--- config.mk ---
export PLATFORM = sky130hd
export DESIGN_NAME = accent_folding_byte_stream
export DESIGN_NICKNAME = d
export VERILOG_FILES = /design/src/design/afbs_pkg.sv /design/src/design/accent_folding_byte_stream.sv
export SDC_FILE = /design/constraint.sdc
export NUM_CORES = 1
export LEC_CHECK = 0
export BUFFER_PORTS_ARGS = -buffer_cell sky130_fd_sc_hd__buf_2
export CELL_PAD_IN_SITES_DETAIL_PLACEMENT = 0
export CELL_PAD_IN_SITES_GLOBAL_PLACEMENT = 1
export CORE_AREA = 10 10 115 138
export DETAILED_ROUTE_END_ITERATION = 7
export DIE_AREA = 0 0 125 148
export PLACE_DENSITY = 0.91
export RECOVER_POWER = 25
export SLEW_MARGIN = 10
export SYNTH_ARGS = -nofsm -noshare
export SYNTH_HDL_FRONTEND = slang
export SYNTH_SLANG_ARGS = --single-unit
--- constraint.sdc ---
create_clock -name clk -period 5.5 [get_ports clk]
set_input_delay 1.1 -clock clk [delete_from_list [all_inputs] [get_ports clk]]
set_output_delay 1.1 -clock clk [all_outputs]
set_load 0.02 [all_outputs]
--- src/design/afbs_pkg.sv ---
`timescale 1ns / 1ps
// Shared types, constants and folding tables for the accent folding byte stream.
package afbs_pkg;

    localparam int ChWidth   = 7;
    localparam int FifoDepth = 4;
    localparam int PtrWidth  = $clog2(FifoDepth);
    localparam int CntWidth  = PtrWidth + 1;
    localparam int AddrWidth = 3;

    // Register byte addresses.
    localparam logic [AddrWidth-1:0] AddrLowerCase = 3'd0;

    // UTF-8 lead bytes of the supported two-byte letters.
    localparam logic [7:0] LeadC2 = 8'hC2;
    localparam logic [7:0] LeadC3 = 8'hC3;
    localparam logic [7:0] LeadC5 = 8'hC5;

    localparam logic [ChWidth-1:0] CaseOffset = 7'h20;
    localparam logic [ChWidth-1:0] NoChar     = 7'h00;

    typedef struct packed {
        logic [ChWidth-1:0] ch;
        logic               valid;
        logic               eos;
    } res_t;

    // Upper-case form of a lower-case letter unless folding to lower case.
    function automatic logic [ChWidth-1:0] cased(input logic [ChWidth-1:0] ch,
                                                 input logic lc);
        cased = lc ? ch : ch - CaseOffset;
    endfunction

    // Latin-1 single byte; zero means unknown.
    function automatic logic [ChWidth-1:0] fold_single(input logic [7:0] c,
                                                       input logic lc);
        logic [ChWidth-1:0] r;
        r = NoChar;
        case (c) inside
            [8'hC0:8'hC5]:                r = cased(7'h61, lc);
            [8'hE0:8'hE5], 8'hAA:         r = 7'h61;
            [8'hC8:8'hCB]:                r = cased(7'h65, lc);
            [8'hE8:8'hEB]:                r = 7'h65;
            [8'hCC:8'hCF]:                r = cased(7'h69, lc);
            [8'hEC:8'hEF]:                r = 7'h69;
            [8'hD2:8'hD6]:                r = cased(7'h6F, lc);
            [8'hF2:8'hF6], 8'hBA:         r = 7'h6F;
            [8'hD9:8'hDC]:                r = cased(7'h75, lc);
            [8'hF9:8'hFC]:                r = 7'h75;
            8'hC7:                        r = cased(7'h63, lc);
            8'hA9, 8'hE7:                 r = 7'h63;
            8'hD1:                        r = cased(7'h6E, lc);
            8'hF1:                        r = 7'h6E;
            8'hAE:                        r = 7'h72;
            8'hDF:                        r = 7'h73;
            8'h8E:                        r = cased(7'h7A, lc);
            8'h9E:                        r = 7'h7A;
            8'h9F, 8'hDD:                 r = cased(7'h79, lc);
            8'hFD, 8'hFF:                 r = 7'h79;
            default:                      r = NoChar;
        endcase
        fold_single = r;
    endfunction

    // Two-byte UTF-8 letter; zero means unknown.
    function automatic logic [ChWidth-1:0] fold_pair(input logic [7:0] lead,
                                                     input logic [7:0] c,
                                                     input logic lc);
        logic [ChWidth-1:0] r;
        r = NoChar;
        if (lead == LeadC2)
        begin
            case (c)
                8'hAA:   r = 7'h61;
                8'hBA:   r = 7'h6F;
                8'hA9:   r = 7'h63;
                8'hAE:   r = 7'h72;
                default: r = NoChar;
            endcase
        end
        else if (lead == LeadC3)
        begin
            case (c) inside
                [8'h80:8'h85]:  r = cased(7'h61, lc);
                [8'hA0:8'hA5]:  r = 7'h61;
                [8'h88:8'h8B]:  r = cased(7'h65, lc);
                [8'hA8:8'hAB]:  r = 7'h65;
                [8'h8C:8'h8F]:  r = cased(7'h69, lc);
                [8'hAC:8'hAF]:  r = 7'h69;
                [8'h92:8'h96]:  r = cased(7'h6F, lc);
                [8'hB2:8'hB6]:  r = 7'h6F;
                [8'h99:8'h9C]:  r = cased(7'h75, lc);
                [8'hB9:8'hBC]:  r = 7'h75;
                8'h87:          r = cased(7'h63, lc);
                8'hA7:          r = 7'h63;
                8'h91:          r = cased(7'h6E, lc);
                8'hB1:          r = 7'h6E;
                8'h9F:          r = 7'h73;
                8'h9D:          r = cased(7'h79, lc);
                8'hBD, 8'hBF:   r = 7'h79;
                default:        r = NoChar;
            endcase
        end
        else if (lead == LeadC5)
        begin
            case (c)
                8'hBD:   r = cased(7'h7A, lc);
                8'hBE:   r = 7'h7A;
                8'hB8:   r = cased(7'h79, lc);
                default: r = NoChar;
            endcase
        end
        fold_pair = r;
    endfunction

endpackage

--- src/design/accent_folding_byte_stream.sv ---
`timescale 1ns / 1ps
// Top level of the accent folding byte stream: input register, fold logic, result queue.
//
// Usage:
//   Slave stream s_*: one raw string byte per transaction in s_tdata, s_tlast on the
//   final byte of the string. Master stream m_*: one folded ASCII character per
//   transaction in m_tdata[6:0]; m_tuser is 1 when the character is real and 0 for a
//   bare end marker; m_tlast marks the last result of a string.
//   APB port: register lower_case at byte address 0 (bit 0). Write it only while the
//   stream is idle.
// Flow: a byte is captured in the input register, folded by combinational logic and then
//   written to the result queue, whose head drives m_*. Bytes that only open a
//   UTF-8 pair produce no result until the following byte arrives.
// Throughput: one byte per cycle. A pending Latin-1 byte followed by an ASCII byte
//   yields two results; the four-entry result queue absorbs them, and the input only
//   stalls when the queue lacks room for the results of the held byte.
// Reset: clears the input register valid flag, the pending high byte, the queue and lower_case.
// Stall: when m_tready is low, results accumulate in the queue; once it lacks room the
//   input register holds and s_tready drops. No result is ever dropped.
module accent_folding_byte_stream (
    input  logic                                clk,
    input  logic                                rst_n,
    // slave stream
    input  logic                                s_tvalid,
    output logic                                s_tready,
    input  logic [7:0]                          s_tdata,   // [7:0] byte_in
    input  logic                                s_tlast,   // last_byte
    // master stream
    output logic                                m_tvalid,
    input  logic                                m_tready,
    output logic [7:0]                          m_tdata,   // [6:0] char_out, [7] zero
    output logic                                m_tuser,   // [0] char_valid
    output logic                                m_tlast,   // end_of_string
    // APB configuration
    input  logic                                psel,
    input  logic                                penable,
    input  logic                                pwrite,
    input  logic [afbs_pkg::AddrWidth-1:0]      paddr,
    input  logic [31:0]                         pwdata,
    output logic [31:0]                         prdata,
    output logic                                pready
);
    import afbs_pkg::*;

    // Configuration
    logic lower_case_reg;

    assign pready = 1'b1;

    always_ff @(posedge clk or negedge rst_n)
    begin
        if (!rst_n)
        begin
            lower_case_reg <= 1'b0;
        end
        else if (psel && penable && pwrite && paddr == AddrLowerCase)
        begin
            lower_case_reg <= pwdata[0];
        end
    end

    assign prdata = (paddr == AddrLowerCase) ? {31'b0, lower_case_reg} : 32'b0;

    // Input register
    logic       in_valid_reg;
    logic [7:0] in_byte_reg;
    logic       in_last_reg;
    logic       fold_fire;

    assign s_tready = !in_valid_reg || fold_fire;

    always_ff @(posedge clk or negedge rst_n)
    begin
        if (!rst_n)
        begin
            in_valid_reg <= 1'b0;
        end
        else if (s_tready)
        begin
            in_valid_reg <= s_tvalid;
        end
    end

    always_ff @(posedge clk)
    begin
        if (s_tvalid && s_tready)
        begin
            in_byte_reg <= s_tdata;
            in_last_reg <= s_tlast;
        end
    end

    // Pending high byte, waiting to see whether it opens a UTF-8 pair
    logic       pend_valid_reg, pend_valid_next;
    logic [7:0] pend_byte_reg, pend_byte_next;

    // Fold logic
    logic [ChWidth-1:0] f_pair;
    logic [ChWidth-1:0] f_single_in;
    logic [ChWidth-1:0] f_single_pend;
    logic [ChWidth-1:0] ascii_ch;
    res_t               res0, res1;
    logic [1:0]         n_res;

    assign f_pair        = fold_pair(pend_byte_reg, in_byte_reg, lower_case_reg);
    assign f_single_in   = fold_single(in_byte_reg, lower_case_reg);
    assign f_single_pend = fold_single(pend_byte_reg, lower_case_reg);

    // Lower an ASCII capital when folding to lower case.
    assign ascii_ch = (lower_case_reg && in_byte_reg[6:0] >= 7'h41 && in_byte_reg[6:0] <= 7'h5A)
                    ? in_byte_reg[6:0] + CaseOffset : in_byte_reg[6:0];

    always_comb
    begin
        res0            = '0;
        res1            = '0;
        n_res           = 2'd0;
        pend_valid_next = pend_valid_reg;
        pend_byte_next  = pend_byte_reg;
        if (in_byte_reg[7])
        begin
            if (pend_valid_reg)
            begin
                // close the pair; an unknown pair drops both bytes
                pend_valid_next = 1'b0;
                pend_byte_next  = 8'h00;
                if (f_pair != NoChar)
                begin
                    res0  = '{ch: f_pair, valid: 1'b1, eos: 1'b0};
                    n_res = 2'd1;
                end
            end
            else if (in_last_reg)
            begin
                // nothing can follow: resolve as Latin-1 now
                if (f_single_in != NoChar)
                begin
                    res0  = '{ch: f_single_in, valid: 1'b1, eos: 1'b0};
                    n_res = 2'd1;
                end
            end
            else
            begin
                pend_valid_next = 1'b1;
                pend_byte_next  = in_byte_reg;
            end
        end
        else
        begin
            if (pend_valid_reg)
            begin
                pend_valid_next = 1'b0;
                pend_byte_next  = 8'h00;
            end
            if (pend_valid_reg && f_single_pend != NoChar)
            begin
                res0  = '{ch: f_single_pend, valid: 1'b1, eos: 1'b0};
                res1  = '{ch: ascii_ch, valid: 1'b1, eos: 1'b0};
                n_res = 2'd2;
            end
            else
            begin
                res0  = '{ch: ascii_ch, valid: 1'b1, eos: 1'b0};
                n_res = 2'd1;
            end
        end
        if (in_last_reg)
        begin
            // flag the final result, or emit a bare end marker
            if (n_res == 2'd0)
            begin
                res0  = '{ch: NoChar, valid: 1'b0, eos: 1'b1};
                n_res = 2'd1;
            end
            else if (n_res == 2'd1)
            begin
                res0.eos = 1'b1;
            end
            else
            begin
                res1.eos = 1'b1;
            end
        end
    end

    // Result queue
    res_t                fifo_reg [FifoDepth];
    logic [PtrWidth-1:0] wr_ptr_reg, rd_ptr_reg;
    logic [CntWidth-1:0] count_reg, count_next;
    logic [CntWidth-1:0] room_need;
    logic [PtrWidth-1:0] wr_ptr_plus1;
    logic                pop;

    // Advance only when the queue has room for every result of the held byte.
    assign room_need = count_reg + CntWidth'(n_res);
    assign fold_fire = in_valid_reg && (room_need <= CntWidth'(FifoDepth));
    assign pop       = m_tvalid && m_tready;
    assign wr_ptr_plus1 = wr_ptr_reg + PtrWidth'(1);

    always_comb
    begin
        count_next = count_reg;
        if (fold_fire)
        begin
            count_next = count_next + CntWidth'(n_res);
        end
        if (pop)
        begin
            count_next = count_next - CntWidth'(1);
        end
    end

    always_ff @(posedge clk or negedge rst_n)
    begin
        if (!rst_n)
        begin
            pend_valid_reg <= 1'b0;
            pend_byte_reg  <= 8'h00;
            wr_ptr_reg     <= '0;
            rd_ptr_reg     <= '0;
            count_reg      <= '0;
        end
        else
        begin
            if (fold_fire)
            begin
                pend_valid_reg <= pend_valid_next;
                pend_byte_reg  <= pend_byte_next;
                wr_ptr_reg     <= wr_ptr_reg + PtrWidth'(n_res);
            end
            if (pop)
            begin
                rd_ptr_reg <= rd_ptr_reg + PtrWidth'(1);
            end
            count_reg <= count_next;
        end
    end

    always_ff @(posedge clk)
    begin
        if (fold_fire && n_res != 2'd0)
        begin
            fifo_reg[wr_ptr_reg] <= res0;
        end
        if (fold_fire && n_res == 2'd2)
        begin
            fifo_reg[wr_ptr_plus1] <= res1;
        end
    end

    res_t head;

    assign head     = fifo_reg[rd_ptr_reg];
    assign m_tvalid = (count_reg != '0);
    assign m_tdata  = {1'b0, head.ch};
    assign m_tuser  = head.valid;
    assign m_tlast  = head.eos;

endmodule
==> metrics.txt <==
initial antenna violation count=0; Startpoint Class=flop; Clock Skews=~0.013 ns; DP Worst Slack=between 0.5 and 0.6 ns; vias in the first global route=between 5000 and 6000; share of cells above drive strength 1=between 10% and 20%; Vias=between 5000 and 6000; sequential area share after synthesis=between 30% and 40%; Longest Clk Path Bufs=2; Crit. End Element=output pin; Post-Syn Area=between 5000 and 6000 sq um; crit-path max cell delay=approximately 0.59 ns; initial core utilization=42.04%; CTS clk-pin slew, worst paths=about 0.06 ns; CTS buffer count=9; Internal=0.001738 W; ANT nets after route=0; global placement routability congestion=roughly 0.94; final setup TNS=0 ns; leakage power=roughly 2.3 nW; WL per Instance=just under 20 um; Residual DRC=0; Final Hold Vio Count=0; total track usage=17.12%; Hold Path Cell Cnt=2; Sw Share=a little under half; first-pass GRT wire length=26670 um; register-to-register setup slack=roughly 0.44 ns; H-tree depth=3; CTS tree=done; most used cell, CP=nor2_1; Clock power frac=roughly 18%; critical path depth in cells=14; Resize count post-CTS=0; combinational group share of total power=between 50 and 60%; die span in x=~130 um; crit path max fanout=18; drt first-iter violations=roughly 680; Final setup viols=0; top cells by area in the synthesized netlist=edfxtp_1 (24%), dfrtp_1 (8.2%), buf_4 (4.9%); Yosys warnings=0; RR Endpoint=fifo_reg[2][3]$_DFFE_PP_; total power density per cell area=around 520 nW/um^2; number of flops mapped to enable cells by yosys=45; worst slew pin tran=1.078 ns; DR vias/cell=6.225; Top Ports=96; slowest cell on the critical path=dfrtp_1; FF+latch count, synth=63; grt ovf=0; number of setup buffers added after CTS=0; hold buffers post-CTS=0; WP buf/inv=2; Max Slew Vio Count=0; r2r startpoint=pend_byte_reg[5]$_DFFE_PN0P_; crit share post-route=between 90% and 100%; pin count of the biggest net entering global routing=34; Final nets=just over 700; Hold EP=count_reg[2]$_DFF_PN0_; worst path arrival time=approximately 4.2 ns; dominant synthesized flop cell=edfxtp_1; post-synth top area share=~24%; Crit Path Class=reg2out; most frequent cell after synthesis=nand2_1; synthesized area per cell=just under 9 sq um; worst min path class=reg2reg; Largest register FFs=36; crit path time final=between 5 and 6 ns; status=finished, final reports clean; area of the die=18500 sq um; Synth area leader=edfxtp_1; MaxCap Viol Count=0; Core Region=13120 sq um; Area growth, synth to finish=10.61%; Final Worst Setup Slack=about 0.2 ns; RSZ-0062 raised after global routing=no; relative slew slack=between 20 and 30%; Clk Latency, worst-skew pair=0.34 ns; Port Buf Inserts=31; min-delay src=count_reg[2]$_DFF_PN0_; FFs w/ async S/R, synth=between 20% and 30%; CTS Root Cell=clkbuf_16; post-synthesis cell count=between 600 and 700; Core Rows=46; Yosys cell types=slightly above 80; crit-path leading delay family=simple AND/OR/NAND/NOR gates; fmax=around 190 MHz; Peak VDD IR=0.3209 mV; worst reg2reg path depth=16; DPL Wire Length=12100 um; WP data required=4.40 ns; die height=about 150 um; Seq pwr share=a little under 30%; Cell Chain, Critical Path=nor4b_4, nand3_1, buf_4, or4b_1, nor2b_1, o21ai_1, nor2_1, nor2_1, ha_1, fa_1, nor2_1, nor2_1, nand2_1, buf_2; drt first pass iters=5; diodes inserted=0; Sw Pwr=0.001457 W; clk sinks=63; top post-synthesis cells by count=nand2_1 (61), edfxtp_1 (45), nor2_1 (38); WL final=approximately 16000 um
## worst min-delay path: cells and delay by family, from the launching register on
kind,cells,cell delay [ns]
compound gates,1,0.12
flops,1,0.40
xor+xnor,1,0.12
## layer usage
metal  track usage [%]  part of all wire (%)  up-vias
li1                  -                     -     2386
met1             21.62                    42     2494
met2             28.91                    50      251
met3             3.435                   6.0       36
met4             4.787                   2.3        0
met5                 0                     0        -
## worst max path at each step
| stage | start | to |
|---|---|---|
| 2_1_floorplan | in_byte_reg[0]$_DFFE_PP_ | fifo_reg[1][0]$_DFFE_PP_ |
| 3_3_place_gp | pend_byte_reg[5]$_DFFE_PN0P_ | fifo_reg[2][3]$_DFFE_PP_ |
| 3_5_place_dp | in_byte_reg[5]$_DFFE_PP_ | fifo_reg[2][3]$_DFFE_PP_ |
| 4_1_cts | in_byte_reg[5]$_DFFE_PP_ | s_tready |
| 5_1_grt | pend_byte_reg[5]$_DFFE_PN0P_ | s_tready |
| 6_report | pend_byte_reg[5]$_DFFE_PN0P_ | s_tready |
## kinds of logic after synthesis
family                   count (synthesis)  share of synthesized area (%)
flip-flops                              63                          32.66
adder cells (fa/ha/maj)                  8                          1.950
AO/OA/AOI/OAI                          168                          21.91
AND/OR/NAND/NOR                        254                          25.65
multiplexers                            21                          5.988
other                                    2                         0.1361
XOR/XNOR                                12                          1.905
buffers and inverters                  101                          9.798
## power groups by stage
| stage | Combinational (W) | Sequential (W) | Clock [W] |
|---|---|---|---|
| floorplan | 0.00135 | 0.000785 | 0 |
| global placement | 0.00156 | 0.000951 | 0 |
| finish | 0.00167 | 0.000947 | 0.000577 |
| CTS | 0.00161 | 0.000956 | 0.000581 |
| detailed placement | 0.00160 | 0.000965 | 0 |
| global route | 0.00182 | 0.000975 | 0.000610 |
## through the flow
step	std cells	hold WS, ns	power (W)	area (sq um)	util, %
2_1_floorplan	660	0.5586	0.002130	5633	-
5_1_grt	830	0.6842	0.003403	6102	46.50
6_report	830	0.6741	0.003195	6102	46.50
3_3_place_gp	801	0.6272	0.002509	5713	43.54
3_5_place_dp	801	0.6553	0.002567	5713	43.54
4_1_cts	817	0.6659	0.003148	6011	45.80
## layout by cell type (no fill, tap or decap), types with 5 or more instances in the layout
| master | instances |
|---|---|
| a211oi_1 | 11 |
| a21boi_0 | 6 |
| a21oi_1 | 28 |
| a22o_1 | 8 |
| a22oi_1 | 6 |
| a31oi_1 | 11 |
| and2_1 | 5 |
| and3_1 | 11 |
| buf_2 | 26 |
| buf_4 | 38 |
| clkbuf_1 | 5 |
| clkbuf_16 | 9 |
| conb_1 | 33 |
| dfrtp_1 | 18 |
| edfxtp_1 | 45 |
| ha_1 | 7 |
| inv_1 | 15 |
| mux2_2 | 6 |
| mux2i_1 | 6 |
| mux4_2 | 9 |
| nand2_1 | 61 |
| nand2b_1 | 17 |
| nand3_1 | 16 |
| nand4_1 | 16 |
| nand4b_1 | 5 |
| nor2_1 | 38 |
| nor2b_1 | 12 |
| nor3_1 | 18 |
| nor4_1 | 11 |
| o21a_1 | 6 |
| o21ai_0 | 19 |
| o21ai_1 | 8 |
| o22ai_1 | 9 |
| o31ai_1 | 10 |
| o32ai_1 | 5 |
| or3_1 | 8 |
| xnor2_1 | 10 |
## layout make-up
type                    instances  area [sq um]
repair buffers                 69         434.2
inverters                      18         67.56
clock buffers                   9         225.2
clock inverters                 7         72.57
well taps                     168         210.2
fillers                      1243          7020
flip-flops and latches         63          1802
multi-input cells             496          3291
Note: power is estimated with default switching activity, not from simulation.
